===== config.mk =====
export PLATFORM = sky130hd
export DESIGN_NAME = sacl_lookup
export DESIGN_NICKNAME = d
export VERILOG_FILES = /design/src/hw/rtl/set_assoc_cache_lru_sim_defines.svh /design/src/hw/rtl/sacl_pkg.sv /design/src/hw/rtl/sacl_lookup.sv
export SDC_FILE = /design/constraint.sdc
export NUM_CORES = 2
export LEC_CHECK = 0
export BUFFER_PORTS_ARGS = -buffer_cell sky130_fd_sc_hd__buf_4
export CAP_MARGIN = 25
export CELL_PAD_IN_SITES_DETAIL_PLACEMENT = 1
export CELL_PAD_IN_SITES_GLOBAL_PLACEMENT = 1
export CORE_AREA = 2 2 459 461
export DETAILED_ROUTE_END_ITERATION = 10
export DIE_AREA = 0 0 461 463
export PLACE_DENSITY = 0.45
export REMOVE_ABC_BUFFERS = 1
export SETUP_SLACK_MARGIN = 0.02
export SLEW_MARGIN = 20
export SYNTH_ARGS = -nofsm -noshare
export SYNTH_HDL_FRONTEND = slang
export SYNTH_SLANG_ARGS = --single-unit

===== constraint.sdc =====
create_clock -name vclk -period 56.9
set_input_delay 11.38 -clock vclk [all_inputs]
set_output_delay 11.38 -clock vclk [all_outputs]
set_load 0.005 [all_outputs]

===== src/hw/rtl/set_assoc_cache_lru_sim_defines.svh =====
// ----------------------------------------------------------------------------
// Assertion macros for the cache directory simulator
// Shared concurrent assertion wrappers, clocked on clk.
// ----------------------------------------------------------------------------
`ifndef SET_ASSOC_CACHE_LRU_SIM_DEFINES_SVH
`define SET_ASSOC_CACHE_LRU_SIM_DEFINES_SVH

// Checked only while the block is out of reset.
`define SACL_ASSERT(lbl, prop, msg) \
  lbl: assert property (@(posedge clk) disable iff (!rst_n) prop) else $error(msg);

// Checked at every edge, including those with reset asserted.
`define SACL_ASSERT_ALWAYS(lbl, prop, msg) \
  lbl: assert property (@(posedge clk) prop) else $error(msg);

`endif


===== src/hw/rtl/sacl_pkg.sv =====
// ----------------------------------------------------------------------------
// sacl_pkg
// Shared constants, codes and control types of the cache directory simulator.
// ----------------------------------------------------------------------------
package sacl_pkg;

  // Default structural sizes.
  localparam int MAX_SET_BITS_DEF = 6;
  localparam int MAX_WAYS_DEF     = 8;
  localparam int ADDR_WIDTH_DEF   = 64;

  // Fixed field widths.
  localparam int CMD_W     = 2;
  localparam int OUTCOME_W = 2;
  localparam int CNT_W     = 32;
  localparam int DATA_W    = 32;
  localparam int PADDR_W   = 4;
  localparam int IN_ADDR_W = 64;

  // Access commands.
  localparam logic [CMD_W-1:0] CMD_LOAD   = 2'd0;
  localparam logic [CMD_W-1:0] CMD_STORE  = 2'd1;
  localparam logic [CMD_W-1:0] CMD_MODIFY = 2'd2;

  // Outcome of the first access.
  localparam logic [OUTCOME_W-1:0] OUT_HIT   = 2'd0;
  localparam logic [OUTCOME_W-1:0] OUT_FILL  = 2'd1;
  localparam logic [OUTCOME_W-1:0] OUT_EVICT = 2'd2;

  // Register indexes (byte address = 4 * index).
  localparam logic [1:0] REG_SET_BITS   = 2'd0;
  localparam logic [1:0] REG_BLOCK_BITS = 2'd1;
  localparam logic [1:0] REG_WAYS       = 2'd2;

  // Register reset values.
  localparam logic [2:0] SET_BITS_RST   = 3'd4;
  localparam logic [4:0] BLOCK_BITS_RST = 5'd4;
  localparam logic [3:0] WAYS_RST       = 4'd1;

  // Configuration after clamping to the built sizes.
  typedef struct packed {
    logic [3:0] sb;   // set index bits in use
    logic [4:0] bb;   // offset bits dropped
    logic [4:0] nw;   // ways in use, 1..MAX_WAYS
  } cfg_eff_t;

  // Per-transaction status from the lookup logic.
  typedef struct packed {
    logic [OUTCOME_W-1:0] outcome;
    logic                 second_hit;
    logic [1:0]           hit_inc;
    logic                 miss_inc;
    logic                 evict_inc;
  } lk_status_t;

endpackage


===== src/hw/rtl/sacl_lookup.sv =====
// ----------------------------------------------------------------------------
// sacl_lookup
// Tag compare, fill/victim choice and LRU rank update for one set row.
// ----------------------------------------------------------------------------
module sacl_lookup #(
  parameter int MAX_WAYS   = 8,
  parameter int ADDR_WIDTH = 64,
  localparam int AGE_W = (MAX_WAYS > 1) ? $clog2(MAX_WAYS) : 1,
  localparam int WAY_W = 1 + AGE_W + ADDR_WIDTH,
  localparam int ROW_W = MAX_WAYS * WAY_W
) (
  input  sacl_pkg::cfg_eff_t            cfg_eff,
  input  logic [sacl_pkg::CMD_W-1:0]    cmd,
  input  logic [ADDR_WIDTH-1:0]         addr,
  input  logic [ROW_W-1:0]              row_in,
  output logic [ROW_W-1:0]              row_out,
  output sacl_pkg::lk_status_t          status
);
  import sacl_pkg::*;

  localparam int WIDX_W = (MAX_WAYS > 1) ? $clog2(MAX_WAYS) : 1;
  localparam logic [AGE_W-1:0] AGE_CAP  = AGE_W'(MAX_WAYS - 1);
  localparam logic [AGE_W:0]   AGE_FILL = (AGE_W + 1)'(MAX_WAYS);

  logic [5:0]            shamt;
  logic [ADDR_WIDTH-1:0] tag;
  logic [MAX_WAYS-1:0]   way_valid;
  logic [MAX_WAYS-1:0]   in_use;
  logic [MAX_WAYS-1:0]   hit_vec;
  logic [MAX_WAYS-1:0]   free_vec;
  logic [AGE_W-1:0]      way_age [MAX_WAYS];
  logic [ADDR_WIDTH-1:0] way_tag [MAX_WAYS];
  logic                  hit_any;
  logic                  free_any;
  logic [WIDX_W-1:0]     hit_way;
  logic [WIDX_W-1:0]     free_way;
  logic [WIDX_W-1:0]     victim;
  logic [AGE_W-1:0]      best;
  logic [WIDX_W-1:0]     sel;
  logic [AGE_W:0]        old_rank;
  logic                  is_mod;

  // Unpack the row; each way is {valid, rank, tag}.
  always_comb begin
    shamt = 6'(cfg_eff.bb) + 6'(cfg_eff.sb);
    tag   = addr >> shamt;
    for (int w = 0; w < MAX_WAYS; w++) begin
      way_tag[w]   = row_in[w*WAY_W +: ADDR_WIDTH];
      way_age[w]   = row_in[w*WAY_W + ADDR_WIDTH +: AGE_W];
      way_valid[w] = row_in[w*WAY_W + WAY_W - 1];
      in_use[w]    = (w < int'(cfg_eff.nw));
      hit_vec[w]   = in_use[w] & way_valid[w] & (way_tag[w] == tag);
      free_vec[w]  = in_use[w] & ~way_valid[w];
    end
  end

  // Lowest matching way and lowest free way.
  always_comb begin
    hit_any  = |hit_vec;
    free_any = |free_vec;
    hit_way  = '0;
    free_way = '0;
    for (int w = MAX_WAYS - 1; w >= 0; w--) begin
      if (hit_vec[w]) begin
        hit_way = WIDX_W'(w);
      end
      if (free_vec[w]) begin
        free_way = WIDX_W'(w);
      end
    end
  end

  // Victim: oldest valid way in use, ties to the lowest index.
  always_comb begin
    best   = '0;
    victim = '0;
    for (int w = 0; w < MAX_WAYS; w++) begin
      if (in_use[w] && way_valid[w] && (w == 0 || way_age[w] > best)) begin
        best   = way_age[w];
        victim = WIDX_W'(w);
      end
    end
  end

  always_comb begin
    if (hit_any) begin
      sel      = hit_way;
      old_rank = {1'b0, way_age[hit_way]};
    end else if (free_any) begin
      sel      = free_way;
      old_rank = AGE_FILL;
    end else begin
      sel      = victim;
      old_rank = {1'b0, way_age[victim]};
    end
  end

  // The chosen way becomes most recent; younger valid ways age by one.
  always_comb begin
    for (int w = 0; w < MAX_WAYS; w++) begin
      row_out[w*WAY_W +: WAY_W] = row_in[w*WAY_W +: WAY_W];
      if (WIDX_W'(w) == sel) begin
        row_out[w*WAY_W +: WAY_W] = {1'b1, {AGE_W{1'b0}}, tag};
      end else if (in_use[w] && way_valid[w] && ({1'b0, way_age[w]} < old_rank) &&
                   (way_age[w] < AGE_CAP)) begin
        row_out[w*WAY_W + ADDR_WIDTH +: AGE_W] = way_age[w] + 1'b1;
      end
    end
  end

  // A modify repeats the access on a line that is now most recent, so the
  // second access hits and leaves the row as it is.
  always_comb begin
    case (cmd)
      CMD_LOAD, CMD_STORE: is_mod = 1'b0;
      CMD_MODIFY:          is_mod = 1'b1;
      default:             is_mod = 1'b0;
    endcase
    if (hit_any) begin
      status.outcome = OUT_HIT;
    end else if (free_any) begin
      status.outcome = OUT_FILL;
    end else begin
      status.outcome = OUT_EVICT;
    end
    status.second_hit = is_mod;
    status.hit_inc    = 2'(hit_any) + 2'(is_mod);
    status.miss_inc   = ~hit_any;
    status.evict_inc  = ~hit_any & ~free_any;
  end

endmodule


==> metrics.yaml <==
worst_setup_path:
  critical_path.max_stage_delay_ns: 0.85
  cp_max_fo: 41
  crit_family: "compound AO/OA/AOI/OAI gates"
  end_kind: "primary output"
  cpMostUsedCell: "o21ai_0"
  worstSetupStartpointType: "input pin"
  crit_arrival_ns: 27.66
  path_depth: 62
  cpMaxStageDelayCell: "a21oi_1"
  crit_required_ns: 45.52
  path_buf_inv: 7
  worstSetupPathType: "input pin to primary output"
sta:
  tns_ns: 0
  max_slew.worst_pin.slew_ns: 1.34
  timing.final.crit_share_pct: 68.6
  hold_viol: 0
  relSlewSlack_pct: 8.32
  maxSlewViolCount: 0
  fmax_ghz: 0.0256
  grt_setup_unrepaired: "false"
  finalSetupViolations: 0
  post-route-min-period_ns: 39.04
floorplanning:
  dieArea_mm2: 0.213
  coreArea_mm2: 0.209
  initial_core_util_pct: 12.3
  die_w_um: 461
  fp-row-count: 168
  die_y_um: 463
  boundaryPins: 1175
grt:
  grt_pass1_vias: 40700
  grt.overflow.total: 0
  grt_first_pass_wirelength_mm: 485
  grt_max_degree: 73
  antenna_found_initial: 160
  grt.total_usage_pct: 35.2
status:
  outcome: "complete, no violations"
routing:
  drt.antenna.violating_nets: 0
  finalWirelength_mm: 395
  num_vias: 42600
  via_per_inst: 5.44
  drc: 0
  wire_per_inst_um: 50.5
  first_iter_violations: 5536
  drt_pass1_iterations: 5
min_path:
  hp-start: "row_in[407]"
  hp-class: "input pin to primary output"
  hold_end: "row_out[407]"
  whs_path_depth: 3
final_layout:
  utilization_pct: 18.7
  design.seq.count: 0
  regArea_um2: 0
  syn_to_final_growth_pct: 51.8
  clock_buffers: 0
  post_route_cells_drive_above_1_share_pct: 37.8
  fill_cells: 25500
  fin_nets: 5614
place:
  portBuffers: 1175
  dp_hpwl_mm: 336
  gp_congestion: 1.01
cts:
  post_cts_buffers: 0
  cts_hold_buf: 0
  postCtsResizedCells: 0
logic_synthesis:
  synth.distinct_cells: 119
  syn-cell-area_mm2: 0.0257
  synth_cells: 3851
  ys_warn_count: 0
  ys_seq_area_share_pct: 0
  avgSynthCellArea_um2: 6.68
job:
  cap_violations: 0
## cells in the final DEF, fill, tap and decap left out, drive strengths merged, types with 20 or more instances in the layout
master      n
a221oi     20
ha         34
nand4      75
nor4       87
a211oi     75
a31oi      34
mux2i     122
or2        21
nor3b      24
a2111oi    40
nand2b     20
a21oi     318
mux2      258
or4        29
a22oi      23
nand2     346
and3       30
or3        42
buf      1405
and2       26
o22ai      47
xor2       81
o21ai     310
o211ai     59
o2111ai    43
nor2      389
o221ai     26
a21boi     20
a21o       26
inv        89
nor3      115
nand3     115
o31ai      23
nor2b      24
o21a       25
xnor2     209
mux4       47
diode      74
## synthesized netlist by cell type, drive strengths merged (14+ instances only)
cell	number	area (um2)
nor3b	24	180
xnor2	209	1830
nor3	115	597
o2111ai	43	377
nand4b	18	158
o21a	25	188
a221oi	20	199
and4	14	123
o211ai	59	453
nor2	389	1470
mux4	47	1060
o21ai	310	1570
o31ai	23	200
mux2	258	2910
and3	30	188
o221a	18	203
buf	148	838
o32ai	16	140
a211oi	75	588
a211o	17	149
a22oi	23	178
o22a	15	133
a21o	26	195
a2111oi	40	372
nand4	75	469
a31oi	34	213
and2	26	163
ha	34	425
or4	29	218
mux2i	122	1240
nand2	346	1300
o221ai	26	228
nor2b	24	150
a21oi	318	1600
xor2	81	717
o22ai	47	300
nor4b	17	149
a21boi	20	150
nand3	115	576
or3	42	268
inv	88	330
nand2b	20	125
or2	21	131
clkbuf	157	589
nor4	87	572
## metal layers
layer	track usage, %	part of all wire, %
met3	8.85	8.7
met5	0	0.086
met2	53.6	43
met4	17.1	5.5
met1	45.7	43
## metrics by stage
step	setup WS, ns	std cells	area, um2	hold WS, ns
final	17.86	7832	39000	23.07
after global routing	16.96	7792	38900	23.08
after CTS	18.14	7757	38800	23.07
after detailed placement	18.20	7757	38800	23.07
after global placement	18.20	7747	38700	23.06
after floorplan	16.98	3546	24300	22.80
## tightest hold or removal path: stages
cell	delay [ns]
buf_4	0.11
or2_2	0.10
buf_4	0.09
## final cells by class
cell class,instances,area (um2),area share [%]
well taps,2805,3510,8.99
inverters,90,338,0.865
diodes,74,185,0.474
multi-input cells,3456,24400,62.6
repair buffers,1407,10600,27.1
## cells by family (layout without fill, tap and decap cells)
| logic type | Yosys count | after routing | synth area share, % |
|---|---|---|---|
| xor+xnor | 290 | 290 | 9.90 |
| mux | 427 | 427 | 20.2 |
| fa+ha+maj | 41 | 41 | 1.98 |
| simple gates | 1425 | 1425 | 27.8 |
| buf+inv | 395 | 1497 | 6.86 |
| other cells | 0 | 74 | 0 |
| compound gates | 1273 | 1273 | 33.3 |
## worst max-delay path by stage
stage                from            to
3_3_place_gp   cfg_eff[4]  row_out[493]
2_1_floorplan  cfg_eff[4]  row_out[358]
6_report       cfg_eff[4]  row_out[493]
4_1_cts        cfg_eff[4]  row_out[493]
5_1_grt        cfg_eff[4]  row_out[493]
3_5_place_dp   cfg_eff[4]  row_out[493]
