### src/hw/rtl/set_assoc_cache_lru_sim_defines.svh
// ----------------------------------------------------------------------------
// Assertion macros for the cache directory simulator
// Shared concurrent assertion wrappers, clocked on clk.
// ----------------------------------------------------------------------------
`ifndef SET_ASSOC_CACHE_LRU_SIM_DEFINES_SVH
`define SET_ASSOC_CACHE_LRU_SIM_DEFINES_SVH

// Checked only while the block is out of reset.
`define SACL_ASSERT(lbl, prop, msg) \
  lbl: assert property (@(posedge clk) disable iff (!rst_n) prop) else $error(msg);

// Checked at every edge, including those with reset asserted.
`define SACL_ASSERT_ALWAYS(lbl, prop, msg) \
  lbl: assert property (@(posedge clk) prop) else $error(msg);

`endif

### src/hw/rtl/sacl_ram.sv
// ----------------------------------------------------------------------------
// sacl_ram
// Generic simple dual-port RAM: one write port, one read port, registered read.
// ----------------------------------------------------------------------------
module sacl_ram #(
  parameter int WIDTH = 8,
  parameter int DEPTH = 16,
  localparam int AW = (DEPTH > 1) ? $clog2(DEPTH) : 1
) (
  input  logic             clk,
  input  logic             we,
  input  logic [AW-1:0]    waddr,
  input  logic [WIDTH-1:0] wdata,
  input  logic             re,
  input  logic [AW-1:0]    raddr,
  output logic [WIDTH-1:0] rdata
);

  logic [WIDTH-1:0] mem_r [DEPTH];

  always_ff @(posedge clk) begin
    if (we) begin
      mem_r[waddr] <= wdata;
    end
    if (re) begin
      rdata <= mem_r[raddr];
    end
  end

endmodule

### config.mk
export PLATFORM = sky130hd
export DESIGN_NAME = sacl_ram
export DESIGN_NICKNAME = d
export VERILOG_FILES = /design/src/hw/rtl/set_assoc_cache_lru_sim_defines.svh /design/src/hw/rtl/sacl_ram.sv
export SDC_FILE = /design/constraint.sdc
export NUM_CORES = 1
export LEC_CHECK = 0
export ABC_AREA = 1
export BUFFER_PORTS_ARGS = -buffer_cell sky130_fd_sc_hd__buf_2
export CELL_PAD_IN_SITES_DETAIL_PLACEMENT = 1
export CELL_PAD_IN_SITES_GLOBAL_PLACEMENT = 1
export CORE_MARGIN = 2
export CORE_UTILIZATION = 46
export DETAILED_ROUTE_END_ITERATION = 10
export GPL_TIMING_DRIVEN = 0
export PLACE_DENSITY = 0.73
export REMOVE_ABC_BUFFERS = 1
export SLEW_MARGIN = 10
export SYNTH_ARGS = -nofsm -noshare
export SYNTH_HDL_FRONTEND = slang
export SYNTH_SLANG_ARGS = --single-unit
### constraint.sdc
create_clock -name clk -period 1.3 [get_ports clk]
set_input_delay 0.13 -clock clk [delete_from_list [all_inputs] [get_ports clk]]
set_output_delay 0.13 -clock clk [all_outputs]
set_load 0.02 [all_outputs]
==> results of run 1 <==
[power breakdown]
group          leakage [nW]  internal (mW)  switching (mW)
logic                  1.30          0.156           0.435
clock network         0.234           2.34            1.64
registers              1.24           4.94          0.0240
total                  2.77           7.44            2.10
[cell families (layout without fill, tap and decap cells)]
logic type    after synthesis  count (layout)  share of synthesized area, %
buf+inv                   126             158                         9.394
flops                     136             136                         69.85
simple gates              289             289                         20.76
[registers in the layout, indices dropped and copies added, names as in the netlist]
register  flops
rdata         8
mem_r       128
[how the worst min path moves through the flow]
stage | startpoint | endpoint | slack (ps) | depth (start not counted)
after global routing | re | rdata[2]$_DFFE_PP_ | 60 | 1
after detailed placement | re | rdata[1]$_DFFE_PP_ | 480 | 1
final | re | rdata[1]$_DFFE_PP_ | 50 | 1
after floorplan | wdata[0] | mem_r[0][0]$_DFFE_PP_ | 230 | 0
after CTS | re | rdata[3]$_DFFE_PP_ | 50 | 1
after global placement | re | rdata[5]$_DFFE_PP_ | 460 | 1
[routing by layer]
metal / up-vias / part of all wire, % / wire length [um] / track usage, %
met2: 81 / 52 / 6930 / 36.96
met1: 1869 / 43 / 5719 / 26.60
li1: 1819 / - / - / -
met3: 30 / 3.3 / 450 / 3.996
met4: 0 / 2.6 / 347 / 11.37
met5: - / 0 / 0 / 0
[stage by stage]
stage,power (mW),hold WS (ps),util (%)
detailed placement,5.642,479.7,48.14
finish,9.540,50.94,52.26
CTS,9.572,47.76,52.09
floorplan,5.346,228.9,-
global placement,5.610,459.7,48.14
global route,9.808,59.18,52.26
[layout make-up]
class	count	area, um^2	share of cell area (%)
Timing Repair Buffer	27	155.1	2.372
Clock inverter	9	37.54	0.5738
Multi-Input combinational cell	289	1216	18.59
Inverter	102	396.6	6.064
Tap cell	172	215.2	3.290
Clock buffer	20	436.7	6.676
Sequential cell	136	4084	62.43
[timing repair]
| action | in CTS | in global routing |
|---|---|---|
| resized for setup | 7 | 4 |
| setup endpoints to repair | 8 | 14 |
| gates cloned | 0 | 0 |
| setup buffers | 0 | 1 |
[cells in the final DEF, fill, tap and decap left out]
master | Yosys | layout
nand2_1 | 173 | 173
edfxtp_1 | 136 | 136
inv_1 | 100 | 99
nand3_1 | 97 | 97
buf_2 | 13 | 24
clkbuf_16 | 0 | 17
nor2_1 | 17 | 16
clkinv_1 | 0 | 6
clkinv_2 | 0 | 3
clkbuf_1 | 0 | 3
nand3b_1 | 2 | 2
buf_4 | 4 | 2
inv_8 | 0 | 1
inv_4 | 0 | 1
clkinvlp_4 | 0 | 1
nor2_2 | 0 | 1
buf_12 | 0 | 1
==> impl_metrics.ini, run 1 <==
[synth]
yosys_most_used_dff = edfxtp_1
synthTopCellsByCount = nand2_1 (173), edfxtp_1 (136), inv_1 (100)
synthTopCellsByArea = edfxtp_1 (70%), nand2_1 (11%), nand3_1 (8.3%), inv_1 (6.4%), buf_6 (1.2%)
synth-edff-count = 136
ys_ff_latch = 136
synth_area_leader_cell = edfxtp_1
netlist_area_mm2 = 0.005847
post-synth-top-count-cell = nand2_1
yosysSeqAreaShare_pct = 69.85
yosysWarnings = 0
syn-instance-count = 551
synth_cell_types = 11
synthArstFlopShare_pct = 0
yosysTopAreaCellShare_pct = 69.85
syn_avg_cell_area_um2 = 10.61

[worst_setup_path]
crit_arrival_ps = 1370
worstPathMaxFanout = 1
worst_path_largest_cell_delay_ps = 370
cp.depth = 6
crit_chain = inv_1 -> nand2_1 -> nand3_1 -> nand3_1 -> nand3_1 -> nand2_1
crit_type = reg2reg
crit_buf_inv = 1
reg2reg_setup_slack_ps = 70
critPathMostFrequentCell = nand3_1
cp.required_ps = 1440
reg2reg_depth = 6
critPathLaunchType = flop
r2r-end = rdata[6]$_DFFE_PP_
worst_setup_path_end_kind = flop
cp-endpoint = rdata[6]$_DFFE_PP_
startpoint = mem_r[6][6]$_DFFE_PP_
crit-reg2reg-launch = mem_r[6][6]$_DFFE_PP_
cp_top_family = simple AND/OR/NAND/NOR gates
crit_slowest_cell = edfxtp_1

[layout]
final_cell_count_no_fill = 755
syn_to_final_growth_pct = 11.88
n_fill_cell = 1388
drive_gt1_share_pct = 8.748
final_area_mm2 = 0.006541
final_nets = 592
insertedDiodeCount = 0

[routing]
wl_um = 13450
via_per_inst = 5.032
drtIter0Drc = 176
vias = 3799
antenna_left = 0
drc = 0
first_pass_iters = 5
avgRoutedWirePerCell_um = 17.81

[timing]
finalSetupViolations = 0
drv_slew = 0
hold_violations = 0
fin_ws_ps = 66.25
fin_crit_sh_pct = 94.90
slew_headroom_pct = 34.06
period_minus_slack_ps = 1234
tns_ps = 0
fmax_ghz = 0.8105
worst_clock_skew_ps = 4.646
tightest_slew_ps = 985.4

[cts]
ctsHtreeMaxLevel = 4
cts_buffers = 17
worstSkewPairLatency_ps = 420
cts_buffer_depth = 2
clk_pin_slew_ps = 50
cts_tree = yes
root_buffer = clkbuf_16
cts_sinks = 136
cts_hold_repair.buffers = 0

[placement]
io_buffers = 26
hpwl_um = 8393
gp_congestion = 0.7527
dpl_cell_area_mm2 = 0.006026
pre_cts_ws_ps = -1681
dp.cells = 725

[die]
rows = 41
die_h_um = 116.7
dieArea_mm2 = 0.01363
die_x_um = 116.7
ios = 27
coreArea_mm2 = 0.01252
initial_core_util_pct = 46.71

[global_route]
gr-total-overflow = 0
grt_pass1_wl_um = 21220
grt_pass1_vias = 4065
grt_use_total_pct = 21.77
grt_max_degree = 66
antenna_found_initial = 0

[pwr]
ir_worst_vdd_mv = 0.5722
leakagePower_nw = 2.772
power_density_mw_per_mm2 = 1458

[status]
status = finished, final reports clean

[run]
drv_cap = 0

[hold_path]
worstHoldPathType = in2reg
Note: power is estimated with default switching activity, not from simulation.
==> run 2, diff against run 1 <==
- BUFFER_PORTS_ARGS: -buffer_cell sky130_fd_sc_hd__buf_2 -> -buffer_cell sky130_fd_sc_hd__clkbuf_2
==> run 2 against run 1 <==
Flip-flop and latch count stayed put. Power is 10% higher. Clock skew hardly changed. Non-clock buffer count is 1 higher. Cell count is 0.40% higher. Critical path type unchanged. Largest cell class unchanged. Highest routed layer unchanged.
==> impl_metrics.ini, run 2 (synthesized netlist as in run 1, its figures left out) <==
[worst_setup_path]
worst_path_largest_cell_delay_ps = 350
critPathMostFrequentCell = nand3_1
crit_buf_inv = 1
reg2reg_setup_slack_ps = 80
reg2reg_depth = 6
worst_setup_path_end_kind = flop
crit_chain = inv_1 -> nand2_1 -> nand3_1 -> nand3_1 -> nand3_1 -> nand2_1
crit_slowest_cell = edfxtp_1
r2r-end = rdata[3]$_DFFE_PP_
cp_top_family = simple AND/OR/NAND/NOR gates
crit-reg2reg-launch = mem_r[13][3]$_DFFE_PP_
crit_arrival_ps = 1350
critPathLaunchType = flop
worstPathMaxFanout = 1
cp.required_ps = 1430
crit_type = reg2reg

[layout]
final_common_cell = nand2_1
top_register = mem_r
insertedDiodeCount = 0
final_cell_count_no_fill = 758
final_nets = 593
top_regs = mem_r x128, rdata x8
n_fill_cell = 1392
drive_gt1_share_pct = 10.41
syn_to_final_growth_pct = 14.25
largest_register_ffs = 128
final_cell_mix = nand2_1 (173), edfxtp_1 (136), inv_1 (99)

[cts]
worstSkewPairLatency_ps = 410
root_buffer = clkbuf_16
cts_hold_repair.buffers = 0
clk_pin_slew_ps = 50
cts_sinks = 136
cts_buffer_depth = 2
cts_tree = yes
ctsHtreeMaxLevel = 4
cts_buffers = 17

[die]
die_h_um = 116.7
coreArea_mm2 = 0.01252
rows = 41
initial_core_util_pct = 46.71
ios = 27
die_x_um = 116.7
dieArea_mm2 = 0.01363

[routing]
wl_um = 14150
avgRoutedWirePerCell_um = 18.67
first_pass_iters = 4
vias = 3875
via_per_inst = 5.112
drc = 0
antenna_left = 0
drtIter0Drc = 200

[pwr]
leakagePower_nw = 2.835
ir_worst_vdd_mv = 0.7707
power_density_mw_per_mm2 = 1574

[timing]
slew_headroom_pct = 33.45
worst_clock_skew_ps = 4.834
finalSetupViolations = 0
drv_slew = 0
fin_crit_sh_pct = 93.77
fmax_ghz = 0.8203
period_minus_slack_ps = 1219
hold_violations = 0
fin_ws_ps = 81.01
tightest_slew_ps = 994.6
rsz0062_at_grt = no

[global_route]
grt_pass1_vias = 4203
grt_max_degree = 66
gr-total-overflow = 0
grt_use_total_pct = 22.52
antenna_found_initial = 0
grt_pass1_wl_um = 21960

[hold_path]
holdPathEnd = rdata[4]$_DFFE_PP_
worstHoldPathType = in2reg
min_from = re
whs_path_depth = 1

[placement]
dp.cells = 725
pre_cts_ws_ps = -1271
io_buffers = 26
gp_congestion = 0.7468
hpwl_um = 8188

[run]
drv_cap = 0

[status]
status = finished, final reports clean
[run 2: worst reg2reg max path, stage by stage, from the launching register on]
cell and delay (ps):
edfxtp_1 350, inv_1 70, nand2_1 60, nand3_1 90, nand3_1 90, nand3_1 150, nand2_1 130
[run 2: timing repair]
| action | in CTS | in global routing |
|---|---|---|
| cloned | 0 | 0 |
| setup buffers | 2 | 0 |
| endpoints found under the setup margin | 8 | 8 |
| gates resized for setup | 7 | 3 |
| endpoints found under the hold margin | 0 | 0 |
[run 2: layout make-up]
| cell class | count | area, um^2 | share of cell area (%) |
|---|---|---|---|
| clock buffer | 17 | 425.4 | 6.368 |
| clock inverter | 14 | 182.7 | 2.735 |
| inverter | 102 | 396.6 | 5.937 |
| multi-input combinational | 289 | 1214 | 18.17 |
| sequential | 136 | 4084 | 61.14 |
| tap | 172 | 215.2 | 3.222 |
| timing repair buffer | 28 | 162.7 | 2.435 |
[run 2: report_power, final]
part | leakage (nW) | switching, mW | internal (mW)
registers | 1.24 | 0.0264 | 4.94
logic | 1.31 | 0.445 | 0.158
clock network | 0.288 | 1.77 | 3.17
[run 2: stage by stage]
step | TNS, ps | power [mW] | util, % | hold slack [ps] | instance area, um^2
floorplan | 0 | 5.346 | - | 228.9 | 5680
global placement | -38410 | 5.613 | 48.14 | 475.8 | 6026
detailed placement | -39900 | 5.640 | 48.16 | 489.8 | 6028
CTS | 0 | 10.55 | 53.32 | 65.90 | 6674
global route | 0 | 10.80 | 53.37 | 72.11 | 6680
finish | 0 | 10.51 | 53.37 | 69.70 | 6680
[run 2: worst max path at each step]
| stage | start | endpoint | slack, ps | depth (start not counted) |
|---|---|---|---|---|
| CTS | raddr[0] | rdata[6]$_DFFE_PP_ | 10 | 7 |
| detailed placement | raddr[0] | rdata[3]$_DFFE_PP_ | -1270 | 7 |
| global route | mem_r[13][3]$_DFFE_PP_ | rdata[3]$_DFFE_PP_ | 10 | 6 |
| global placement | raddr[0] | rdata[3]$_DFFE_PP_ | -1790 | 8 |
| finish | mem_r[13][3]$_DFFE_PP_ | rdata[3]$_DFFE_PP_ | 80 | 6 |
| floorplan | raddr[0] | rdata[2]$_DFFE_PP_ | 50 | 6 |
[run 2: metal layers]
layer	GRT usage, %	routed length (um)	vias to the layer above
met4	10.67	366	0
met1	26.46	5849	1899
met5	0	0	-
met3	4.100	510	37
met2	39.96	7423	113
li1	-	-	1826
