<file path="src/hw/rtl/set_assoc_cache_lru_sim_defines.svh">
// ----------------------------------------------------------------------------
// Assertion macros for the cache directory simulator
// Shared concurrent assertion wrappers, clocked on clk.
// ----------------------------------------------------------------------------
`ifndef SET_ASSOC_CACHE_LRU_SIM_DEFINES_SVH
`define SET_ASSOC_CACHE_LRU_SIM_DEFINES_SVH

// Checked only while the block is out of reset.
`define SACL_ASSERT(lbl, prop, msg) \
  lbl: assert property (@(posedge clk) disable iff (!rst_n) prop) else $error(msg);

// Checked at every edge, including those with reset asserted.
`define SACL_ASSERT_ALWAYS(lbl, prop, msg) \
  lbl: assert property (@(posedge clk) prop) else $error(msg);

`endif

</file>
<file path="src/hw/rtl/sacl_pkg.sv">
// ----------------------------------------------------------------------------
// sacl_pkg
// Shared constants, codes and control types of the cache directory simulator.
// ----------------------------------------------------------------------------
package sacl_pkg;

  // Default structural sizes.
  localparam int MAX_SET_BITS_DEF = 6;
  localparam int MAX_WAYS_DEF     = 8;
  localparam int ADDR_WIDTH_DEF   = 64;

  // Fixed field widths.
  localparam int CMD_W     = 2;
  localparam int OUTCOME_W = 2;
  localparam int CNT_W     = 32;
  localparam int DATA_W    = 32;
  localparam int PADDR_W   = 4;
  localparam int IN_ADDR_W = 64;

  // Access commands.
  localparam logic [CMD_W-1:0] CMD_LOAD   = 2'd0;
  localparam logic [CMD_W-1:0] CMD_STORE  = 2'd1;
  localparam logic [CMD_W-1:0] CMD_MODIFY = 2'd2;

  // Outcome of the first access.
  localparam logic [OUTCOME_W-1:0] OUT_HIT   = 2'd0;
  localparam logic [OUTCOME_W-1:0] OUT_FILL  = 2'd1;
  localparam logic [OUTCOME_W-1:0] OUT_EVICT = 2'd2;

  // Register indexes (byte address = 4 * index).
  localparam logic [1:0] REG_SET_BITS   = 2'd0;
  localparam logic [1:0] REG_BLOCK_BITS = 2'd1;
  localparam logic [1:0] REG_WAYS       = 2'd2;

  // Register reset values.
  localparam logic [2:0] SET_BITS_RST   = 3'd4;
  localparam logic [4:0] BLOCK_BITS_RST = 5'd4;
  localparam logic [3:0] WAYS_RST       = 4'd1;

  // Configuration after clamping to the built sizes.
  typedef struct packed {
    logic [3:0] sb;   // set index bits in use
    logic [4:0] bb;   // offset bits dropped
    logic [4:0] nw;   // ways in use, 1..MAX_WAYS
  } cfg_eff_t;

  // Per-transaction status from the lookup logic.
  typedef struct packed {
    logic [OUTCOME_W-1:0] outcome;
    logic                 second_hit;
    logic [1:0]           hit_inc;
    logic                 miss_inc;
    logic                 evict_inc;
  } lk_status_t;

endpackage

</file>
<file path="src/hw/rtl/sacl_cfg.sv">
// ----------------------------------------------------------------------------
// sacl_cfg
// APB register file for set_bits, block_bits and ways, with clamped outputs.
// ----------------------------------------------------------------------------
module sacl_cfg #(
  parameter int MAX_SET_BITS = 6,
  parameter int MAX_WAYS     = 8
) (
  input  logic                           clk,
  input  logic                           rst_n,
  input  logic                           psel,
  input  logic                           penable,
  input  logic                           pwrite,
  input  logic [sacl_pkg::PADDR_W-1:0]   paddr,
  input  logic [sacl_pkg::DATA_W-1:0]    pwdata,
  output logic [sacl_pkg::DATA_W-1:0]    prdata,
  output logic                           pready,
  output sacl_pkg::cfg_eff_t             cfg_eff
);
  import sacl_pkg::*;

  logic [2:0] set_bits_r;
  logic [4:0] block_bits_r;
  logic [3:0] ways_r;
  logic       wr_en;

  assign pready = 1'b1;
  assign wr_en  = psel & penable & pwrite;

  always_ff @(posedge clk) begin
    if (!rst_n) begin
      set_bits_r   <= SET_BITS_RST;
      block_bits_r <= BLOCK_BITS_RST;
      ways_r       <= WAYS_RST;
    end else if (wr_en) begin
      case (paddr[3:2])
        REG_SET_BITS:   set_bits_r   <= pwdata[2:0];
        REG_BLOCK_BITS: block_bits_r <= pwdata[4:0];
        REG_WAYS:       ways_r       <= pwdata[3:0];
        default: ;
      endcase
    end
  end

  always_comb begin
    case (paddr[3:2])
      REG_SET_BITS:   prdata = DATA_W'(set_bits_r);
      REG_BLOCK_BITS: prdata = DATA_W'(block_bits_r);
      REG_WAYS:       prdata = DATA_W'(ways_r);
      default:        prdata = '0;
    endcase
  end

  // Out-of-range values act as the nearest supported setting.
  always_comb begin
    cfg_eff.bb = block_bits_r;
    if ({1'b0, set_bits_r} > 4'(MAX_SET_BITS)) begin
      cfg_eff.sb = 4'(MAX_SET_BITS);
    end else begin
      cfg_eff.sb = {1'b0, set_bits_r};
    end
    if (ways_r == 4'd0) begin
      cfg_eff.nw = 5'd1;
    end else if ({1'b0, ways_r} > 5'(MAX_WAYS)) begin
      cfg_eff.nw = 5'(MAX_WAYS);
    end else begin
      cfg_eff.nw = {1'b0, ways_r};
    end
  end

endmodule

</file>
<file path="config.mk">
export PLATFORM = sky130hd
export DESIGN_NAME = sacl_cfg
export DESIGN_NICKNAME = d
export VERILOG_FILES = /design/src/hw/rtl/set_assoc_cache_lru_sim_defines.svh /design/src/hw/rtl/sacl_pkg.sv /design/src/hw/rtl/sacl_cfg.sv
export SDC_FILE = /design/constraint.sdc
export NUM_CORES = 1
export LEC_CHECK = 0
export BUFFER_PORTS_ARGS = -buffer_cell sky130_fd_sc_hd__clkbuf_2
export CAP_MARGIN = 20
export CORE_UTILIZATION = 32
export CTS_CLUSTER_DIAMETER = 150
export DETAILED_ROUTE_END_ITERATION = 8
export GPL_ROUTABILITY_DRIVEN = 0
export HOLD_SLACK_MARGIN = 0.05
export PLACE_DENSITY = 0.82
export SLEW_MARGIN = 20
export SYNTH_ARGS = -nofsm -noshare
export SYNTH_HDL_FRONTEND = slang
export SYNTH_SLANG_ARGS = --single-unit
</file>
<file path="constraint.sdc">
create_clock -name clk -period 0.8 [get_ports clk]
set_input_delay 0.08 -clock clk [delete_from_list [all_inputs] [get_ports clk]]
set_output_delay 0.08 -clock clk [all_outputs]
set_load 0.1 [all_outputs]
</file>
==> results of run 1 <==
-- area by class of cell --
class,count,share of cell area [%]
sequential,12,18.6
timing repair buffer,44,37.2
tap,30,2.48
inverter,1,0.248
multi-input combinational,85,39.7
clock buffer,4,1.73
-- state kept, by name, indices dropped and copies added, names as in the netlist --
register and cells:
set_bits_r 3, block_bits_r 5, ways_r 4
-- synthesized netlist by cell type, types with 2 or more instances --
library cell and n:
and2_1 2, clkbuf_1 4, buf_6 2, conb_1 2, nor2b_1 4, dfxtp_1 12
buf_4 31, mux2i_1 13, nand2_1 18, o21ai_0 3, nor2_1 4, a21oi_1 2
-- worst max path at each step --
stage / end / slack [ns] / depth (start not counted)
final: prdata[3] / -0.38 / 2
after global routing: cfg_eff[10] / -0.40 / 3
after CTS: cfg_eff[0] / -0.38 / 4
after detailed placement: prdata[3] / -0.22 / 4
after global placement: prdata[3] / -0.20 / 4
after floorplan: prdata[2] / -0.30 / 2
-- per-layer routing --
metal	routed length [um]	vias up	track usage [%]
li1	-	360	-
met1	750	339	15.0
met2	1090	37	27.6
met3	117	4	2.50
met4	37	0	7.69
met5	0	-	0
-- metrics by stage --
| step | std cells | total power [mW] |
|---|---|---|
| finish | 176 | 1.98 |
| global route | 176 | 2.04 |
| CTS | 176 | 1.97 |
| detailed placement | 167 | 1.58 |
| global placement | 167 | 1.58 |
| floorplan | 136 | 1.57 |
-- cell families after synthesis --
| family | count (synthesis) |
|---|---|
| buffers and inverters | 39 |
| AND/OR/NAND/NOR | 34 |
| multiplexers | 13 |
| flip-flops | 12 |
| AO/OA/AOI/OAI | 8 |
| other | 2 |
-- power by group --
group | internal, mW | switching [mW] | total, mW
Sequential | 0.574 | 0.0124 | 0.586
Combinational | 0.166 | 0.836 | 1.00
Clock | 0.194 | 0.196 | 0.390
Total | 0.933 | 1.05 | 1.98
-- tightest hold or removal path: stages --
cell,delay [ns]
clkbuf_2,0.10
nand2_1,0.05
mux2i_1,0.06
-- timing repair --
| action | CTS | global route |
|---|---|---|
| pin swaps | 4 | 2 |
| setup endpoints to repair | 17 | 19 |
| gates resized for setup | 12 | 9 |
| hold buffers | 1 | 0 |
| hold endpoints to repair | 1 | 0 |
| setup buffers | 4 | 1 |
==> flow_summary.toml, run 1 <==
[layout]
regArea_sq_um = 283
multi_input_area_sq_um = 602
drive_above_1_share_pct = 54.1
diodes = 0
fin_util_pct = 59.6
area_growth_pct = 71.9
layout_common_cells = "conb_1, nand2_1, buf_12"
final_nets = 188
final_common_cell = "conb_1"
fillers = 210
design_area_sq_mm = 0.00152

[synth]
async_reset_ff_share_pct = 0
synthXorXnorAreaFrac_pct = 0
synth-seq-area-share_pct = 27.2
synth_compound_area_share_pct = 6.24
synth_top_family_by_area = "buffers and inverters"
synth.yosys.warnings = 0
postSynthAreaPerCell_sq_um = 8.17
ys_seq_elements = 12
synth_area_leaders = "dfxtp_1, buf_4, mux2i_1"
ys_types = 23
syn_area_sq_um = 882
synthAdderAreaFrac_pct = 0
muxShareOfSynthArea_pct = 14.8
synth_top_area_share_pct = 27.2
synthCells = 108
yosys.area_share.simple_pct = 19.3
synth_edf_count = 0
ys.flop_type = "dfxtp_1"
synth_area_leader_cell = "dfxtp_1"

[worst_hold_path]
min_path_cells = 3
whs_endpoint = "ways_r[2]"
holdCritPathClass = "in -> reg"
hp-start = "pwdata[2]"

[critical_path]
crit_buf_inv = 1
cpPeakStageDelay_ns = 0.38
cp_data_required_time_ns = 0.72
r2r_slack_ns = 0.04
crit_path_end_kind = "output pin"
worstRegToRegCells = 3
arrival_ns = 1.10
critPathLaunchType = "flop"
cpMaxStageDelayCell = "dfxtp_4"
crit_family = "flip-flops"
worstReg2RegStart = "block_bits_r[2]"
path_cells = "a22o_4, buf_12"
worstSetupPathType = "reg -> out"
worstSetupStartpoint = "ways_r[3]"
r2r_end = "block_bits_r[2]"
crit_fanout = 5

[timing]
setup_viol = 17
max_freq_ghz = 0.850
whs_ns = 0.0516
tns_ns = -4.71
hold_violations = 0
fin_worst_skew_ns = 0
rsz0062_at_grt = "true"
postLayoutSetupSlackWorst_ns = -0.376
timing.final.crit_share_pct = 147
post-route-min-period_ns = 1.18
drv_slew = 0

[die]
start_util_pct = 34.7
core.rowCount = 18
die_w_um = 54.5
dieArea_sq_mm = 0.00297
die_y_um = 54.5
core_region_area_sq_mm = 0.00254
ios = 88

[routing]
detailedRoute.firstPassIterationCount = 4
drc = 0
vias = 740
avgViaCountPerCell = 4.20
drt_wl_total_um = 2000
wl_per_cell_um = 11.3
antenna_left = 0
dr.first_iter.drc_count = 10

[grt]
grt_first_pass_wirelength_um = 2890
grt_max_degree = 13
antenna_found_initial = 0
grt_pass1_vias = 641
grt_use_total_pct = 14.6
grt_overflow = 0

[placed_design]
portBuffers = 28
post-dp-hpwl_um = 1560
post-place-ws_ns = -0.220
place_area_sq_mm = 0.00136

[outcome]
failed_checks = "setup timing"
status = "finished with violations"

[run]
drv_cap = 0

[cts]
clk_pin_slew_ns = 0.07
clock_latency_ns = 0.27
cts_tree = "done"
cts_sinks = 12
cts-root-buf = "clkbuf_4"
cts_made_buffers = 3
h-tree-depth = 1
ctsLongestPathBuffers = 2

[power_and_ir_drop]
leakagePower_nw = 0.684
irDropWorstVdd_mv = 0.869
p_per_area_mw_per_mm2 = 1300
(Power assumes the default switching activity.)
==> inputs of run 2 (changes only) <==
--- a/config.mk
+++ b/config.mk
@@ -5,6 +5,7 @@
 export SDC_FILE = /design/constraint.sdc
 export NUM_CORES = 1
 export LEC_CHECK = 0
+export ABC_AREA = 0
 export BUFFER_PORTS_ARGS = -buffer_cell sky130_fd_sc_hd__clkbuf_2
 export CAP_MARGIN = 20
 export CORE_UTILIZATION = 32
@@ -13,7 +14,9 @@
 export GPL_ROUTABILITY_DRIVEN = 0
 export HOLD_SLACK_MARGIN = 0.05
 export PLACE_DENSITY = 0.82
+export SKIP_CTS_REPAIR_TIMING = 1
 export SLEW_MARGIN = 20
 export SYNTH_ARGS = -nofsm -noshare
 export SYNTH_HDL_FRONTEND = slang
 export SYNTH_SLANG_ARGS = --single-unit
+export TNS_END_PERCENT = 1
==> flow_summary.toml, run 2 (synthesis results as in run 1) <==
[routing]
dr.first_iter.drc_count = 4
drt_wl_total_um = 1970
avgViaCountPerCell = 4.12
wl_per_cell_um = 11.5
drc = 0
detailedRoute.firstPassIterationCount = 4
vias = 708
antenna_left = 0

[critical_path]
cp_data_required_time_ns = 0.72
arrival_ns = 1.11
crit_path_end_kind = "output pin"
crit_fanout = 3
worstRegToRegCells = 3
cpPeakStageDelay_ns = 0.34
worstReg2RegStart = "block_bits_r[2]"
r2r_slack_ns = 0.03
r2r_end = "block_bits_r[2]"
cpMaxStageDelayCell = "dfxtp_2"
worstSetupStartpoint = "ways_r[0]"
critPathLaunchType = "flop"
worstSetupPathType = "reg -> out"
crit_end = "prdata[0]"
path_cells = "mux2i_2, o21ai_4, buf_12"

[timing]
post-route-min-period_ns = 1.19
drv_slew = 0
setup_viol = 17
postLayoutSetupSlackWorst_ns = -0.392
timing.final.crit_share_pct = 149
max_freq_ghz = 0.839
rsz0062_at_grt = "true"
fin_worst_skew_ns = 0
hold_violations = 0

[die]
dieArea_sq_mm = 0.00297
die_w_um = 54.5
core_region_area_sq_mm = 0.00254
ios = 88
core.rowCount = 18
die_y_um = 54.5
start_util_pct = 34.7

[layout]
layout_common_cells = "conb_1, buf_12, nand2_1"
fillers = 228
regArea_sq_um = 275
design_area_sq_mm = 0.00147
largest_reg_flops = 5
regMostFlops = "block_bits_r"
multi_input_area_sq_um = 592
final_common_cell = "conb_1"
diodes = 0
drive_above_1_share_pct = 53.5
area_growth_pct = 66.7
final_nets = 185
largestRegisters = "block_bits_r: 5 flops, ways_r: 4 flops, set_bits_r: 3 flops"

[placed_design]
place_area_sq_mm = 0.00137
post-dp-hpwl_um = 1500
portBuffers = 28

[grt]
grt_first_pass_wirelength_um = 2650
antenna_found_initial = 0
grt_use_total_pct = 13.5
grt_overflow = 0
grt_pass1_vias = 614
grt_max_degree = 10

[cts]
cts_sinks = 12
cts-root-buf = "clkbuf_4"
cts_made_buffers = 3
ctsLongestPathBuffers = 2
clk_pin_slew_ns = 0.07
h-tree-depth = 1
clock_latency_ns = 0.27
cts_tree = "done"

[outcome]
failed_checks = "setup timing"
status = "finished with violations"

[worst_hold_path]
hp-start = "pwdata[2]"
holdCritPathClass = "in -> reg"

[power_and_ir_drop]
leakagePower_nw = 0.663
p_per_area_mw_per_mm2 = 1330
irDropWorstVdd_mv = 0.859
power.total_mw = 1.95

[run]
drv_cap = 0
[run 2: cell count changes in the layout (fill, tap and decap cells not counted)]
cell	before	now
buf_6	9	5
mux2i_4	3	2
and2_4	3	2
mux2i_2	0	1
clkbuf_1	1	0
buf_12	18	19
dfxtp_4	11	8
and2_2	0	1
dfxtp_2	1	4
[run 2: final cells by class]
cell class	count	area share, %
Timing Repair Buffer	41	36.7
Clock buffer	3	1.53
Sequential cell	12	18.7
Inverter	1	0.255
Multi-Input combinational cell	85	40.3
Tap cell	30	2.55
[run 2: how the worst min path moves through the flow]
stage / to / cells past startpoint / slack (ns)
final: ways_r[2] / 3 / 0.07
after global routing: ways_r[2] / 3 / 0.07
after CTS: block_bits_r[4] / 3 / 0.03
after detailed placement: block_bits_r[4] / 3 / 0.31
after global placement: block_bits_r[4] / 3 / 0.31
after floorplan: block_bits_r[4] / 2 / 0.21
[run 2: stage by stage]
step | std cells | worst slack [ns] | hold WS [ns] | utilization (%) | setup TNS, ns
3_5_place_dp | 168 | -0.271 | 0.313 | 53.9 | -3.18
5_1_grt | 172 | -0.441 | 0.0697 | 57.8 | -5.03
2_1_floorplan | 136 | -0.299 | 0.212 | - | -2.77
3_3_place_gp | 168 | -0.197 | 0.306 | 53.9 | -2.45
4_1_cts | 171 | -0.423 | 0.0252 | 54.8 | -4.95
6_report | 172 | -0.392 | 0.0666 | 57.8 | -4.40
[run 2: worst max-delay path, delay by kind of cell (launching register included)]
family                 cells  cell delay (ns)
AO/OA/AOI/OAI              1             0.09
multiplexers               1             0.24
buffers and inverters      1             0.17
flip-flops                 1             0.34
[run 2: layer usage]
layer	vias up	track usage (%)	part of all wire, %
li1	350	-	-
met1	318	14.5	39
met2	36	22.8	53
met3	4	3.33	4.9
met4	0	10.3	2.5
met5	-	0	0
[run 2: power by group]
| part | internal [mW] | switching [mW] |
|---|---|---|
| clock | 0.174 | 0.184 |
| sequential | 0.583 | 0.0113 |
| combinational | 0.166 | 0.836 |
==> inputs of run 3 (changes only) <==
--- a/config.mk
+++ b/config.mk
@@ -8,12 +8,13 @@
 export ABC_AREA = 0
 export BUFFER_PORTS_ARGS = -buffer_cell sky130_fd_sc_hd__clkbuf_2
 export CAP_MARGIN = 20
-export CORE_UTILIZATION = 32
+export CORE_UTILIZATION = 33
+export CTS_BUF_LIST = sky130_fd_sc_hd__clkbuf_4
 export CTS_CLUSTER_DIAMETER = 150
 export DETAILED_ROUTE_END_ITERATION = 8
 export GPL_ROUTABILITY_DRIVEN = 0
 export HOLD_SLACK_MARGIN = 0.05
-export PLACE_DENSITY = 0.82
+export PLACE_DENSITY = 0.84
 export SKIP_CTS_REPAIR_TIMING = 1
 export SLEW_MARGIN = 20
 export SYNTH_ARGS = -nofsm -noshare
==> flow_summary.toml, run 3 (synthesis results as in run 1) <==
[routing]
avgViaCountPerCell = 4.16
drt_wl_total_um = 1860
dr.first_iter.drc_count = 9
detailedRoute.firstPassIterationCount = 4
vias = 733
antenna_left = 0
drc = 0
wl_per_cell_um = 10.6

[die]
dieArea_sq_mm = 0.00288
ios = 88
die_w_um = 53.7
core_region_area_sq_mm = 0.00250
core.rowCount = 18
die_y_um = 53.7
start_util_pct = 35.3

[timing]
max_freq_ghz = 0.847
tns_ns = -4.65
post-route-min-period_ns = 1.18
fin_worst_skew_ns = 0
rsz0062_at_grt = "true"
postLayoutSetupSlackWorst_ns = -0.380
timing.final.crit_share_pct = 147
drv_slew = 0
setup_viol = 17
hold_violations = 0

[grt]
antenna_found_initial = 0
grt_max_degree = 10
grt_first_pass_wirelength_um = 2780
grt_pass1_vias = 632
top_usage_layer = "met2"
grt_use_total_pct = 13.7
grt_overflow = 0
use_met1_pct = 15.6
use_met2_pct = 22.6
grt_util_met3_pct = 5.65

[layout]
fin_util_pct = 60.3
final_common_cell = "conb_1"
fillers = 209
final_cells = 176
largest_reg_flops = 5
regMostFlops = "block_bits_r"
largestRegisters = "block_bits_r: 5 flops, ways_r: 4 flops, set_bits_r: 3 flops"
layout_common_cells = "conb_1, buf_12, nand2_1"
final_nets = 188
area_growth_pct = 70.9
drive_above_1_share_pct = 52.7
diodes = 0

[worst_hold_path]
min_path_cells = 3
holdCritPathClass = "in -> reg"

[cts]
cts_made_buffers = 3
h-tree-depth = 1
clock_latency_ns = 0.28
cts-root-buf = "clkbuf_4"
cts_sinks = 12
clk_pin_slew_ns = 0.08
ctsLongestPathBuffers = 2
cts_tree = "done"

[critical_path]
crit_fanout = 4
worstSetupPathType = "reg -> out"
crit_path_end_kind = "output pin"
worstRegToRegCells = 3
arrival_ns = 1.10
cp_data_required_time_ns = 0.72
critPathLaunchType = "flop"

[outcome]
failed_checks = "setup timing"
status = "finished with violations"

[run]
drv_cap = 0

[placed_design]
place_inst = 168
post-dp-hpwl_um = 1470
post-place-ws_ns = -0.285
portBuffers = 28

[power_and_ir_drop]
leakagePower_nw = 0.674
p_per_area_mw_per_mm2 = 1350
irDropWorstVdd_mv = 1.18
## run 3: path summary, 6_finish.rpt
check / from / endpoint / slack [ns]
worst min-delay path: pwdata[0] / block_bits_r[0] / 0.08
worst min register to register: block_bits_r[4] / block_bits_r[4] / 0.51
worst max register to register: set_bits_r[2] / set_bits_r[2] / 0.01
worst max-delay path: ways_r[1] / cfg_eff[0] / -0.38
## run 3: per-layer routing
metal | wire [um] | vias to the layer above
li1 | - | 358
met1 | 721 | 330
met2 | 978 | 41
met3 | 135 | 4
met4 | 25 | 0
met5 | 0 | -
## run 3: final cells by class
type                    instances  area, sq um  share of cell area [%]
multi-input cells              85          584                    38.8
repair buffers                 44          574                    38.1
flip-flops and latches         12          278                    18.4
well taps                      30         37.5                    2.49
clock buffers                   4         30.0                    1.99
inverters                       1         3.75                   0.249
## run 3: report_power, final
part | switching [mW] | internal (mW)
clock | 0.213 | 0.228
sequential | 0.0109 | 0.579
combinational | 0.834 | 0.174
total | 1.06 | 0.981
## run 3: through the flow
step	hold slack (ns)	power, mW	cell area [sq um]
after CTS	0.00747	2.04	1400
final	0.0787	2.04	1510
after global routing	0.0817	2.12	1510
after detailed placement	0.314	1.59	1370
after global placement	0.305	1.59	1370
after floorplan	0.212	1.56	1100
## run 3: critical path: stages (launching register included)
cell	delay [ns]
dfxtp_4	0.37
nor2_2	0.13
nor2_2	0.06
nor2_4	0.09
buf_12	0.18
